<file path="src/sv/ssreg_pkg.sv">
// Shared types and codes for the sorted slot registry.
// Holds request/result structs, entry layout, datapath op codes and status codes.
// No dependencies.
`timescale 1ns / 1ps
`default_nettype none

package ssreg_pkg;

    localparam int DEF_TABLE_DEPTH = 16;

    localparam logic [2:0] REQ_REGISTER  = 3'd0;
    localparam logic [2:0] REQ_HEARTBEAT = 3'd1;
    localparam logic [2:0] REQ_DELETE    = 3'd2;
    localparam logic [2:0] REQ_SWEEP     = 3'd3;
    localparam logic [2:0] REQ_LOOKUP    = 3'd4;

    localparam logic [1:0] ST_OK        = 2'd0;
    localparam logic [1:0] ST_NOT_FOUND = 2'd1;
    localparam logic [1:0] ST_FULL      = 2'd2;
    localparam logic [1:0] ST_STALE     = 2'd3;

    typedef struct packed {
        logic [2:0]  req_type;
        logic [7:0]  slot_id;
        logic [7:0]  slot_state;
        logic [63:0] uptime;
    } req_t;

    typedef struct packed {
        logic [1:0]  status;
        logic [3:0]  position;
        logic [4:0]  board_count;
        logic [7:0]  found_slot;
        logic [7:0]  found_state;
        logic [63:0] found_uptime;
    } rsp_t;

    typedef struct packed {
        logic [7:0]  slot;
        logic [7:0]  state;
        logic [63:0] uptime;
        logic        stale;
    } entry_t;

    typedef enum logic [4:0] {
        DP_NOP,
        DP_LOAD,
        DP_SRCH_RD,
        DP_SRCH_CMP,
        DP_PUT,
        DP_FULL,
        DP_MISS,
        DP_INS_PREP,
        DP_SHU_RD,
        DP_SHU_WR,
        DP_DEL_PREP,
        DP_SHD_RD,
        DP_SHD_WR,
        DP_DEL_END,
        DP_LOOK,
        DP_SWP_RD,
        DP_SWP_WR,
        DP_OUT
    } dp_op_t;

    typedef struct packed {
        logic [2:0] req_type;
        logic       srch_done;
        logic       hit;
        logic       full;
        logic       shu_more;
        logic       shd_more;
        logic       swp_more;
        logic       swp_stale;
    } dp_sts_t;

endpackage

`default_nettype wire

</file>
<file path="src/sv/ssreg_dp.sv">
// Datapath of the sorted slot registry: entry memory, count, search bounds,
// shift pointer, result holding and output registers.
// Depends on ssreg_pkg.
`timescale 1ns / 1ps
`default_nettype none

module ssreg_dp import ssreg_pkg::*; #(
    parameter int TABLE_DEPTH = DEF_TABLE_DEPTH
) (
    input  wire logic       aclk,
    input  wire logic       aresetn,
    input  wire dp_op_t     op,
    output dp_sts_t         sts,
    input  wire req_t       s_data,
    output rsp_t            m_data,
    input  wire logic       cfg_we,
    input  wire logic [7:0] cfg_data
);

    localparam int IDX_W = $clog2(TABLE_DEPTH);
    localparam int CNT_W = $clog2(TABLE_DEPTH + 1);

    entry_t mem [TABLE_DEPTH];
    entry_t rd_data_reg;

    req_t             req_reg;
    logic [CNT_W-1:0] count_reg, count_next;
    logic [CNT_W-1:0] lo_reg, lo_next;
    logic [CNT_W-1:0] hi_reg, hi_next;
    logic [CNT_W-1:0] pos_reg, pos_next;
    logic [CNT_W-1:0] ptr_reg, ptr_next;
    logic             hit_reg, hit_next;
    logic [1:0]       status_reg, status_next;
    logic [CNT_W-1:0] rpos_reg, rpos_next;
    entry_t           fnd_reg, fnd_next;
    rsp_t             m_data_reg;
    logic [7:0]       offline_reg;

    logic [CNT_W-1:0] mid;
    logic [CNT_W-1:0] ptr_dec;
    logic [CNT_W-1:0] ptr_inc;
    logic             rd_en;
    logic [IDX_W-1:0] rd_addr;
    logic             wr_en;
    logic [IDX_W-1:0] wr_addr;
    entry_t           wr_data;
    entry_t           new_entry;
    entry_t           swp_entry;

    assign mid     = lo_reg + ((hi_reg - lo_reg) >> 1);
    assign ptr_dec = ptr_reg - 1'b1;
    assign ptr_inc = ptr_reg + 1'b1;

    assign new_entry = '{slot: req_reg.slot_id, state: req_reg.slot_state,
                         uptime: req_reg.uptime, stale: 1'b0};

    always_comb begin
        swp_entry = rd_data_reg;
        if (rd_data_reg.stale) begin
            swp_entry.state = offline_reg;
        end else begin
            swp_entry.stale = 1'b1;
        end
    end

    always_comb begin
        sts.req_type  = req_reg.req_type;
        sts.srch_done = hit_reg || (lo_reg >= hi_reg);
        sts.hit       = hit_reg;
        sts.full      = (count_reg == CNT_W'(TABLE_DEPTH));
        sts.shu_more  = (ptr_reg > pos_reg);
        sts.shd_more  = ({1'b0, ptr_reg} + 1'b1) < {1'b0, count_reg};
        sts.swp_more  = (ptr_reg < count_reg);
        sts.swp_stale = rd_data_reg.stale;
    end

    always_comb begin
        rd_en       = 1'b0;
        rd_addr     = ptr_reg[IDX_W-1:0];
        wr_en       = 1'b0;
        wr_addr     = ptr_reg[IDX_W-1:0];
        wr_data     = rd_data_reg;
        count_next  = count_reg;
        lo_next     = lo_reg;
        hi_next     = hi_reg;
        pos_next    = pos_reg;
        ptr_next    = ptr_reg;
        hit_next    = hit_reg;
        status_next = status_reg;
        rpos_next   = rpos_reg;
        fnd_next    = fnd_reg;
        case (op)
            DP_LOAD: begin
                lo_next     = '0;
                hi_next     = count_reg;
                pos_next    = '0;
                ptr_next    = '0;
                hit_next    = 1'b0;
                status_next = ST_OK;
                rpos_next   = '0;
                fnd_next    = '0;
            end
            DP_SRCH_RD: begin
                rd_en   = 1'b1;
                rd_addr = mid[IDX_W-1:0];
            end
            DP_SRCH_CMP: begin
                if (rd_data_reg.slot == req_reg.slot_id) begin
                    hit_next = 1'b1;
                    pos_next = mid;
                end else if (rd_data_reg.slot > req_reg.slot_id) begin
                    hi_next = mid;
                end else begin
                    lo_next  = mid + 1'b1;
                    pos_next = mid + 1'b1;
                end
            end
            DP_PUT: begin
                wr_en     = 1'b1;
                wr_addr   = pos_reg[IDX_W-1:0];
                wr_data   = new_entry;
                fnd_next  = new_entry;
                rpos_next = pos_reg;
                if (!hit_reg) begin
                    count_next = count_reg + 1'b1;
                end
            end
            DP_FULL: begin
                status_next = ST_FULL;
            end
            DP_MISS: begin
                status_next = ST_NOT_FOUND;
            end
            DP_INS_PREP: begin
                ptr_next = count_reg;
            end
            DP_SHU_RD: begin
                rd_en   = 1'b1;
                rd_addr = ptr_dec[IDX_W-1:0];
            end
            DP_SHU_WR: begin
                wr_en    = 1'b1;
                ptr_next = ptr_dec;
            end
            DP_DEL_PREP: begin
                fnd_next  = rd_data_reg;
                rpos_next = pos_reg;
                ptr_next  = pos_reg;
            end
            DP_SHD_RD: begin
                rd_en   = 1'b1;
                rd_addr = ptr_inc[IDX_W-1:0];
            end
            DP_SHD_WR: begin
                wr_en    = 1'b1;
                ptr_next = ptr_inc;
            end
            DP_DEL_END: begin
                count_next = count_reg - 1'b1;
            end
            DP_LOOK: begin
                fnd_next  = rd_data_reg;
                rpos_next = pos_reg;
            end
            DP_SWP_RD: begin
                rd_en = 1'b1;
            end
            DP_SWP_WR: begin
                wr_en   = 1'b1;
                wr_data = swp_entry;
                if (rd_data_reg.stale) begin
                    status_next = ST_STALE;
                    rpos_next   = ptr_reg;
                    fnd_next    = swp_entry;
                end else begin
                    ptr_next = ptr_inc;
                end
            end
            default: begin
            end
        endcase
    end

    always_ff @(posedge aclk) begin
        if (wr_en) begin
            mem[wr_addr] <= wr_data;
        end
        if (rd_en) begin
            rd_data_reg <= mem[rd_addr];
        end
    end

    always_ff @(posedge aclk) begin
        if (!aresetn) begin
            count_reg   <= '0;
            offline_reg <= '0;
        end else begin
            count_reg <= count_next;
            if (cfg_we) begin
                offline_reg <= cfg_data;
            end
        end
    end

    always_ff @(posedge aclk) begin
        if (op == DP_LOAD) begin
            req_reg <= s_data;
        end
        lo_reg     <= lo_next;
        hi_reg     <= hi_next;
        pos_reg    <= pos_next;
        ptr_reg    <= ptr_next;
        hit_reg    <= hit_next;
        status_reg <= status_next;
        rpos_reg   <= rpos_next;
        fnd_reg    <= fnd_next;
        if (op == DP_OUT) begin
            m_data_reg.status       <= status_reg;
            m_data_reg.position     <= 4'(rpos_reg);
            m_data_reg.board_count  <= 5'(count_reg);
            m_data_reg.found_slot   <= fnd_reg.slot;
            m_data_reg.found_state  <= fnd_reg.state;
            m_data_reg.found_uptime <= fnd_reg.uptime;
        end
    end

    assign m_data = m_data_reg;

`ifndef SYNTH
    a_count_bound: assert property (@(posedge aclk) disable iff (!aresetn)
        count_reg <= CNT_W'(TABLE_DEPTH))
        else $error("entry count above table depth");

    a_insert_grows: assert property (@(posedge aclk) disable iff (!aresetn)
        (op == DP_PUT && !hit_reg) |=> count_reg == $past(count_reg) + 1'b1)
        else $error("insert did not grow the table");

    a_no_full_insert: assert property (@(posedge aclk) disable iff (!aresetn)
        op == DP_INS_PREP |-> count_reg < CNT_W'(TABLE_DEPTH))
        else $error("insert started on a full table");
`endif

endmodule

`default_nettype wire

</file>
<file path="src/sv/ssreg_ctrl.sv">
// Controller of the sorted slot registry: sequences search, shift and sweep
// steps of the datapath and owns both handshakes.
// Depends on ssreg_pkg.
`timescale 1ns / 1ps
`default_nettype none

module ssreg_ctrl import ssreg_pkg::*; (
    input  wire logic    aclk,
    input  wire logic    aresetn,
    input  wire logic    s_valid,
    output logic         s_ready,
    output logic         m_valid,
    input  wire logic    m_ready,
    output dp_op_t       op,
    input  wire dp_sts_t sts
);

    typedef enum logic [3:0] {
        CS_IDLE,
        CS_DECODE,
        CS_SRCH_CHK,
        CS_SRCH_CMP,
        CS_SHU_CHK,
        CS_SHU_WR,
        CS_SHD_CHK,
        CS_SHD_WR,
        CS_SWP_CHK,
        CS_SWP_WR,
        CS_FINISH
    } state_t;

    state_t state_reg, state_next;
    logic   m_valid_reg, m_valid_next;

    assign s_ready = (state_reg == CS_IDLE);
    assign m_valid = m_valid_reg;

    always_comb begin
        state_next   = state_reg;
        m_valid_next = m_valid_reg && !m_ready;
        op           = DP_NOP;
        case (state_reg)
            CS_IDLE: begin
                if (s_valid) begin
                    op         = DP_LOAD;
                    state_next = CS_DECODE;
                end
            end
            CS_DECODE: begin
                if (sts.req_type inside {REQ_REGISTER, REQ_HEARTBEAT, REQ_DELETE,
                                         REQ_LOOKUP}) begin
                    state_next = CS_SRCH_CHK;
                end else if (sts.req_type == REQ_SWEEP) begin
                    state_next = CS_SWP_CHK;
                end else begin
                    state_next = CS_FINISH;
                end
            end
            CS_SRCH_CHK: begin
                if (!sts.srch_done) begin
                    op         = DP_SRCH_RD;
                    state_next = CS_SRCH_CMP;
                end else if (sts.hit) begin
                    case (sts.req_type)
                        REQ_REGISTER, REQ_HEARTBEAT: begin
                            op         = DP_PUT;
                            state_next = CS_FINISH;
                        end
                        REQ_DELETE: begin
                            op         = DP_DEL_PREP;
                            state_next = CS_SHD_CHK;
                        end
                        default: begin
                            op         = DP_LOOK;
                            state_next = CS_FINISH;
                        end
                    endcase
                end else if (sts.req_type == REQ_REGISTER) begin
                    if (sts.full) begin
                        op         = DP_FULL;
                        state_next = CS_FINISH;
                    end else begin
                        op         = DP_INS_PREP;
                        state_next = CS_SHU_CHK;
                    end
                end else begin
                    op         = DP_MISS;
                    state_next = CS_FINISH;
                end
            end
            CS_SRCH_CMP: begin
                op         = DP_SRCH_CMP;
                state_next = CS_SRCH_CHK;
            end
            CS_SHU_CHK: begin
                if (sts.shu_more) begin
                    op         = DP_SHU_RD;
                    state_next = CS_SHU_WR;
                end else begin
                    op         = DP_PUT;
                    state_next = CS_FINISH;
                end
            end
            CS_SHU_WR: begin
                op         = DP_SHU_WR;
                state_next = CS_SHU_CHK;
            end
            CS_SHD_CHK: begin
                if (sts.shd_more) begin
                    op         = DP_SHD_RD;
                    state_next = CS_SHD_WR;
                end else begin
                    op         = DP_DEL_END;
                    state_next = CS_FINISH;
                end
            end
            CS_SHD_WR: begin
                op         = DP_SHD_WR;
                state_next = CS_SHD_CHK;
            end
            CS_SWP_CHK: begin
                if (sts.swp_more) begin
                    op         = DP_SWP_RD;
                    state_next = CS_SWP_WR;
                end else begin
                    state_next = CS_FINISH;
                end
            end
            CS_SWP_WR: begin
                op = DP_SWP_WR;
                if (sts.swp_stale) begin
                    state_next = CS_FINISH;
                end else begin
                    state_next = CS_SWP_CHK;
                end
            end
            CS_FINISH: begin
                if (!m_valid_reg || m_ready) begin
                    op           = DP_OUT;
                    m_valid_next = 1'b1;
                    state_next   = CS_IDLE;
                end
            end
            default: begin
                state_next = CS_IDLE;
            end
        endcase
    end

    always_ff @(posedge aclk) begin
        if (!aresetn) begin
            state_reg   <= CS_IDLE;
            m_valid_reg <= 1'b0;
        end else begin
            state_reg   <= state_next;
            m_valid_reg <= m_valid_next;
        end
    end

`ifndef SYNTH
    a_busy_after_accept: assert property (@(posedge aclk) disable iff (!aresetn)
        (s_valid && s_ready) |=> !s_ready)
        else $error("new item taken while one is in progress");

    a_no_result_overwrite: assert property (@(posedge aclk) disable iff (!aresetn)
        op == DP_OUT |-> (!m_valid_reg || m_ready))
        else $error("pending result overwritten");
`endif

endmodule

`default_nettype wire

</file>
<file path="src/sv/sorted_slot_registry_with_liveness.sv">
// Sorted slot registry with liveness sweep: top level joining controller and datapath.
// A request is decoded, then binary-searched, shifted or swept as its type needs; shifts and
// sweeps read and then write each entry through the entry memory.
// A new item is taken only when idle, once the previous result has been loaded into the output register.
// Reset: synchronous, active low; clears count, offline code and handshake state.
`timescale 1ns / 1ps
`default_nettype none

module sorted_slot_registry_with_liveness import ssreg_pkg::*; #(
    parameter int TABLE_DEPTH = DEF_TABLE_DEPTH
) (
    input  wire logic       aclk,
    input  wire logic       aresetn,
    input  wire logic       s_valid,
    output logic            s_ready,
    input  wire req_t       s_data,
    output logic            m_valid,
    input  wire logic       m_ready,
    output rsp_t            m_data,
    input  wire logic       cfg_valid,
    output logic            cfg_ready,
    input  wire logic [7:0] cfg_data
);

    dp_op_t  op;
    dp_sts_t sts;

    assign cfg_ready = 1'b1;

    ssreg_ctrl u_ctrl (
        .aclk    (aclk),
        .aresetn (aresetn),
        .s_valid (s_valid),
        .s_ready (s_ready),
        .m_valid (m_valid),
        .m_ready (m_ready),
        .op      (op),
        .sts     (sts)
    );

    ssreg_dp #(
        .TABLE_DEPTH (TABLE_DEPTH)
    ) u_dp (
        .aclk     (aclk),
        .aresetn  (aresetn),
        .op       (op),
        .sts      (sts),
        .s_data   (s_data),
        .m_data   (m_data),
        .cfg_we   (cfg_valid && cfg_ready),
        .cfg_data (cfg_data)
    );

endmodule

`default_nettype wire
</file>
<file path="config.mk">
export PLATFORM = sky130hd
export DESIGN_NAME = sorted_slot_registry_with_liveness
export DESIGN_NICKNAME = d
export VERILOG_FILES = /design/src/sv/ssreg_pkg.sv /design/src/sv/ssreg_dp.sv /design/src/sv/ssreg_ctrl.sv /design/src/sv/sorted_slot_registry_with_liveness.sv
export SDC_FILE = /design/constraint.sdc
export NUM_CORES = 2
export LEC_CHECK = 0
export ABC_AREA = 1
export BUFFER_PORTS_ARGS = -buffer_cell sky130_fd_sc_hd__buf_2
export CAP_MARGIN = 20
export CORE_UTILIZATION = 45
export CTS_CLUSTER_SIZE = 28
export DETAILED_ROUTE_END_ITERATION = 8
export SLEW_MARGIN = 15
export SYNTH_ARGS = -nofsm -noshare
export SYNTH_HDL_FRONTEND = slang
export SYNTH_SLANG_ARGS = --single-unit
</file>
<file path="constraint.sdc">
create_clock -name aclk -period 11.7 [get_ports aclk]
set_input_delay 1.755 -clock aclk [delete_from_list [all_inputs] [get_ports aclk]]
set_output_delay 1.755 -clock aclk [all_outputs]
set_load 0.02 [all_outputs]
</file>
Yosys cells after proc, flatten, opt, wreduce, memory -nomap -nowiden

Memories as Yosys holds them, arrays and structs flattened. A register that Yosys moved wholly into a read port is not among the register bits.
Index checks and enable logic that the tools add are counted.

Add/sub/neg operators: 8
Multiply operators: 0
Div/mod/pow operators: 0
Order comparisons: 5
Eq/ne operators: 43
Shift operators: 0
Mux-type cells: 55
Bitwise logic cells: 0
Reductions and logical operators: 29

Operator list:

| operator              | number |
|---|---|
| $pmux W81 S4          | 1 |
| $pmux W81 S2          | 1 |
| $mux W81              | 1 |
| $mux W4               | 14 |
| $mux W5               | 10 |
| $pmux W5 S10          | 1 |
| $pmux W4 S11          | 1 |
| $eq A5 B4 Y1 const B  | 8 |
| $pmux W5 S2           | 4 |
| $pmux W5 S6           | 1 |
| $pmux W4 S3           | 2 |
| $eq A5 B3 Y1 const B  | 4 |
| $eq A4 B3 Y1 const B  | 4 |
| $reduce_and A2 Y1     | 8 |
| $add A5 B1 Y5 const B | 3 |
| $eq A5 B5 Y1 const B  | 3 |
| $eq A4 B4 Y1 const B  | 3 |
| $mux W2               | 6 |
| $reduce_bool A4 Y1    | 3 |
| $eq A5 B2 Y1 const B  | 2 |
| $ne A2 B2 Y1 const B  | 5 |
| $sub A5 B1 Y5 const B | 2 |
| $eq A4 B2 Y1 const B  | 2 |
| $eq A8 B8 Y1          | 1 |
| other kinds (33)      | 50 |

Register bits after elaboration: 299
Latch bits: 0
Memory bits (writable): 1296
Memory bits (read-only): 0
Input bits: 96
Logic and storage cells: 165
Memories: 1

Memory list:

| memory   | depth | bits a word | read ports | clocked after Yosys merged registers in | wr ports | line           | text |
|---|---|---|---|---|---|---|---|
| u_dp.mem | 16    | 81          | 1          | 1                                       | 1        | ssreg_dp.sv:23 | `entry_t mem [TABLE_DEPTH];` |

Longest topological paths before layout

Depth after elaboration: 11
Depth in mapped cells: 21
Mapped depth without buffers: 18

By module

From an unflattened synthesis, not the netlist that was laid out.

Cells, all modules: 6516
Area, all modules: 71853.9 um^2

By module, submodules not included:

| module                             | instances | cells an instance | area an instance (um^2) |
|---|---|---|---|
| ssreg_dp                           | 1         | 6409              | 71275.9 |
| ssreg_ctrl                         | 1         | 105               | 566.8 |
| sorted_slot_registry_with_liveness | 1         | 2                 | 11.3 |

Worst setup path before layout

No wires, ideal clock.

Path type: input to register
Start point: input m_ready
End point: memory u_dp.mem[11][0] in the netlist's numbering (enable)
Setup time: 0.521 ns
Arrival: 10.710 ns
Path slack: 0.469 ns
Stages on the path: 11
Cells stage by stage: inv_1 > a21oi_1 > nor3_2 > nand3_2 > nor2_4 > nand2_4 > buf_4 > nand2_1 > nand2_1 > nand3_1 > nor2_1

Longest elaborated chain between the ends: 8
Elaborated cells on any way between the ends: 12
Classes of those cells: eq/ne: 4; mux: 6; reduce/logical: 2

Ends and longest elaborated chain:

| item                                 | line                                     | text |
|---|---|---|
| from (decl)                          | sorted_slot_registry_with_liveness.sv:18 | `input wire logic m_ready,` |
| $logic_or A1 B1 Y1 *                 | ssreg_ctrl.sv:138                        | `if (!m_valid_reg \|\| m_ready) begin` |
| $mux W5 *                            | ssreg_ctrl.sv:138                        |  |
| $pmux W5 S10 *                       | ssreg_ctrl.sv:42                         | `case (state_reg)` |
| $eq A5 B4 Y1 (tied with other cells) | ssreg_dp.sv:92                           | `case (op)` |
| $reduce_or A4 Y1 (no line)           | -                                        |  |
| $mux W1                              | ssreg_dp.sv:92                           |  |
| $mux W1                              | ssreg_dp.sv:185                          | `if (wr_en) begin` |
| $mux W1 (implied by the code)        | ssreg_dp.sv:186                          | `mem[wr_addr] <= wr_data;` |
| to (decl)                            | ssreg_dp.sv:23                           |  |

Mark *: on every way between the ends. The rest lies on a longest branch, timed or not.

Worst setup path in the final report

Start point: register u_dp.ptr_reg[3]
End point: register u_dp.fnd_reg[11] in the netlist's numbering (enable)

Longest elaborated chain between the ends: 8
Elaborated cells on any way between the ends: 17
Classes of those cells: add/sub: 1; order compare: 3; eq/ne: 6; mux: 4; reduce/logical: 3

Ends and longest elaborated chain:

| item                          | line              | text |
|---|---|---|
| from (decl)                   | ssreg_dp.sv:31    | `logic [CNT_W-1:0] ptr_reg, ptr_next;` |
| from (signal assigned)        | ssreg_dp.sv:212   | `ptr_reg <= ptr_next;` |
| $add A5 B1 Y6                 | ssreg_dp.sv:72    | `sts.shd_more = ({1'b0, ptr_reg} + 1'b1) < {1'b0, count_reg};` |
| $lt A6 B5 Y1                  | ssreg_dp.sv:72    |  |
| $mux W3                       | ssreg_ctrl.sv:109 | `if (sts.shd_more) begin` |
| $pmux W5 S10 *                | ssreg_ctrl.sv:42  |  |
| $eq A5 B4 Y1                  | ssreg_dp.sv:92    |  |
| $reduce_or A2 Y1 (no line)    | -                 |  |
| $reduce_bool A4 Y1 (no line)  | -                 |  |
| $reduce_and A2 Y1 (no line) * | -                 |  |
| to (signal assigned)          | ssreg_dp.sv:216   | `fnd_reg <= fnd_next;` |
| to (decl)                     | ssreg_dp.sv:35    | `entry_t fnd_reg, fnd_next;` |

Marked as above.
A chain may end at the register's enable or synchronous reset.

==> qor.yml <==
outcome:
  status: "finished clean"
die:
  start_util_pct: 45.38
  die_w_um: 401.7
  rows: 146
  io_pins: 190
  die_h_um: 401.7
  core_um2: 158400
  die_area_um2: 161300
clock_tree:
  cts.sink_count: 1676
  cts_root_buffer: "clkbuf_16"
  clk_path_buf_depth: 3
  h-tree-depth: 4
  cts_resized: 0
  cts_tree: "done"
  ctsHoldBuffers: 0
  cts_buffers: 177
  clk_latency_ns: 0.83
  clk_pin_slew_ns: 0.06
  post_cts_buffers: 0
cells_and_area:
  drive_gt1_share_pct: 9.460
  area_delta_synth_final_pct: 12.19
  nets: 6538
  fill_cells: 13679
  largest_reg_flops: 1296
  final_util_pct: 50.91
worst_setup_path:
  cp-end-kind: "flop"
  cp-start-kind: "flop"
  reg2regPathDepth: 19
  r2r-start: "u_dp.ptr_reg[3]"
  r2r-end: "u_dp.fnd_reg[11]"
  r2r_slack_ns: 5.42
  worstPathRequired_ns: 12.09
  critPathMaxFanout: 60
  arrival_ns: 6.68
  worstSetupPathType: "reg2reg"
job:
  cap_violations: 0
logic_synthesis:
  postSynthAreaPerCell_um2: 11.44
  synth_edf_count: 1658
  ys_ff_latch: 1676
  synth_top_area_share_pct: 69.27
  synthFlopType: "edfxtp_1"
  async_flop_share_pct: 0
  ys_seq_area_share_pct: 69.77
  ys_types: 47
  synth_cells: 6285
  yosys_warnings: 0
  synth.cell_area_um2: 71870
  synth_top_cell_by_area: "edfxtp_1"
  synthesis.nets: 6420
  netlist_top_cells_area: "edfxtp_1 (69%), nand3_1 (8.7%), nand2_1 (7.2%), inv_1 (4.1%), nand3b_1 (3.4%)"
routing:
  drtIter0Drc: 5091
  postRouteAntennaNets: 0
  via_per_inst: 5.473
  wl_per_cell_um: 22.19
  drt_first_pass_iters: 6
  vias: 47170
  routed_wl_mm: 191.2
  route.detailed.drc: 0
sta:
  post-route-period-util_pct: 53.72
  finalSetupViolations: 0
  holdWs_ns: 0.4129
  period_minus_slack_ns: 6.285
  fin_setup_tns_ns: 0
  rsz0062_at_grt: "no"
  max_slew_margin_pct: 14.11
  fmax_ghz: 0.1591
  max_slew.worst_pin.slew_ns: 1.275
  clock_skew_ns: 0.03047
  slew_violations: 0
  hold_viol_final: 0
grt:
  grt-ovfl-total: 0
  antenna_found_initial: 7
  grt_usage_pct: 23.34
  grt_pass1_vias: 45087
  grt_pass1_wl_mm: 284.1
  grt_max_degree: 210
placement:
  dp_hpwl_mm: 97.56
  port_buffers: 188
  routabilityCongestion: 0.8452
min_path:
  hold_path_class: "reg2reg"
  hold_start: "u_dp.fnd_reg[11]"
  min_to: "u_dp.m_data[10]"
  whs_path_depth: 0
pwr:
  p_leak_nw: 31.27
  finalPower_w: 0.02108
  power_density_nw_per_um2: 261.4
  ir_worst_vdd_mv: 0.2695
-- where the power goes --
part | internal [W] | switching, W
clock | 0.00322 | 0.00236
combinational | 0.00182 | 0.00528
sequential | 0.00821 | 0.000192
-- worst max path at each step --
stage,depth (start not counted),start,end
floorplan,11,m_ready,u_dp.mem[11][0]
global placement,11,s_valid,u_dp.mem[1][8]
detailed placement,12,s_valid,u_dp.mem[15][7]
CTS,18,u_dp.ptr_reg[3],u_dp.mem[7][1]
global route,20,u_dp.ptr_reg[3],u_dp.mem[15][10]
finish,19,u_dp.ptr_reg[3],u_dp.fnd_reg[11]
-- metal layers --
| layer | part of all wire [%] | vias up | track usage (%) |
|---|---|---|---|
| met1 | 43 | 23060 | 33.04 |
| met2 | 46 | 1865 | 36.21 |
| met5 | 0.012 | - | 0 |
| met4 | 2.7 | 4 | 7.569 |
| met3 | 8.2 | 341 | 4.557 |
| li1 | - | 21900 | - |
-- metrics by stage --
step	instance area, um2	std cells	worst slack [ns]
floorplan	71870	6285	0.4686
CTS	80430	8596	5.482
detailed placement	74690	8277	5.302
finish	80640	8618	5.415
global route	80630	8615	5.103
global placement	74640	8274	5.342
-- critical path, cell delays in order (launching register included) --
cell      delay [ns]
edfxtp_1        0.54
inv_1           0.24
xor2_1          0.29
ha_1            0.31
nand2_1         0.07
nand2_1         0.04
nand2_1         0.06
nand2_1         0.05
nor2_1          0.19
nand2_1         0.10
nand2_2         0.14
nand2_1         0.11
nor2_2          0.19
nor2_4          0.09
nand2_4         0.63
buf_4           0.71
nand2_1         0.26
o21ai_0         0.79
inv_4           0.34
buf_4           0.54
-- placed cells by master, fill, tap and decap left out, types with 40 or more instances in the layout --
cell,Yosys,final
buf_2,240,188
buf_4,15,112
clkbuf_1,77,44
clkbuf_16,0,180
clkinv_1,3,40
edfxtp_1,1658,1658
inv_1,779,777
nand2_1,1379,1377
nand3_1,1254,1254
nand3b_1,324,324
nor2_1,76,60
o21ai_0,164,120
o21ai_1,12,54
o22ai_1,76,76
-- cell usage after synthesis, types with 15 or more instances --
cell      count
nand2_1    1379
o211ai_1     17
ha_1         36
clkbuf_1     77
buf_1        35
nand3b_1    324
buf_4        15
buf_2       240
a21oi_1      22
dfxtp_1      18
edfxtp_1   1658
nor2_1       76
inv_1       779
o22ai_1      76
nand3_1    1254
o21ai_0     164
-- cells by family (layout without fill, tap and decap cells) --
| kind of cell | after synthesis | in the layout | share of synthesized area (%) |
|---|---|---|---|
| AOI/OAI and AO/OA | 300 | 300 | 2.317 |
| DFF | 1676 | 1676 | 69.77 |
| adders and majority gates | 39 | 39 | 0.7103 |
| other | 1 | 4 | 0.005217 |
| and+or+nand+nor | 3081 | 3081 | 20.27 |
| xor gates and xnor gates | 18 | 18 | 0.2193 |
| buffers and inverters | 1170 | 1428 | 6.707 |
-- area by class of cell --
class | count | area [um2] | area share [%]
antenna | 3 | 7.507 | 0.009310
clock buffer | 225 | 4683 | 5.808
clock inverter | 94 | 1056 | 1.310
inverter | 794 | 3010 | 3.733
multi-input combinational | 3439 | 17090 | 21.19
sequential | 1676 | 50150 | 62.19
tap | 2072 | 2592 | 3.215
timing repair buffer | 315 | 2051 | 2.543
(Power assumes the default switching activity.)
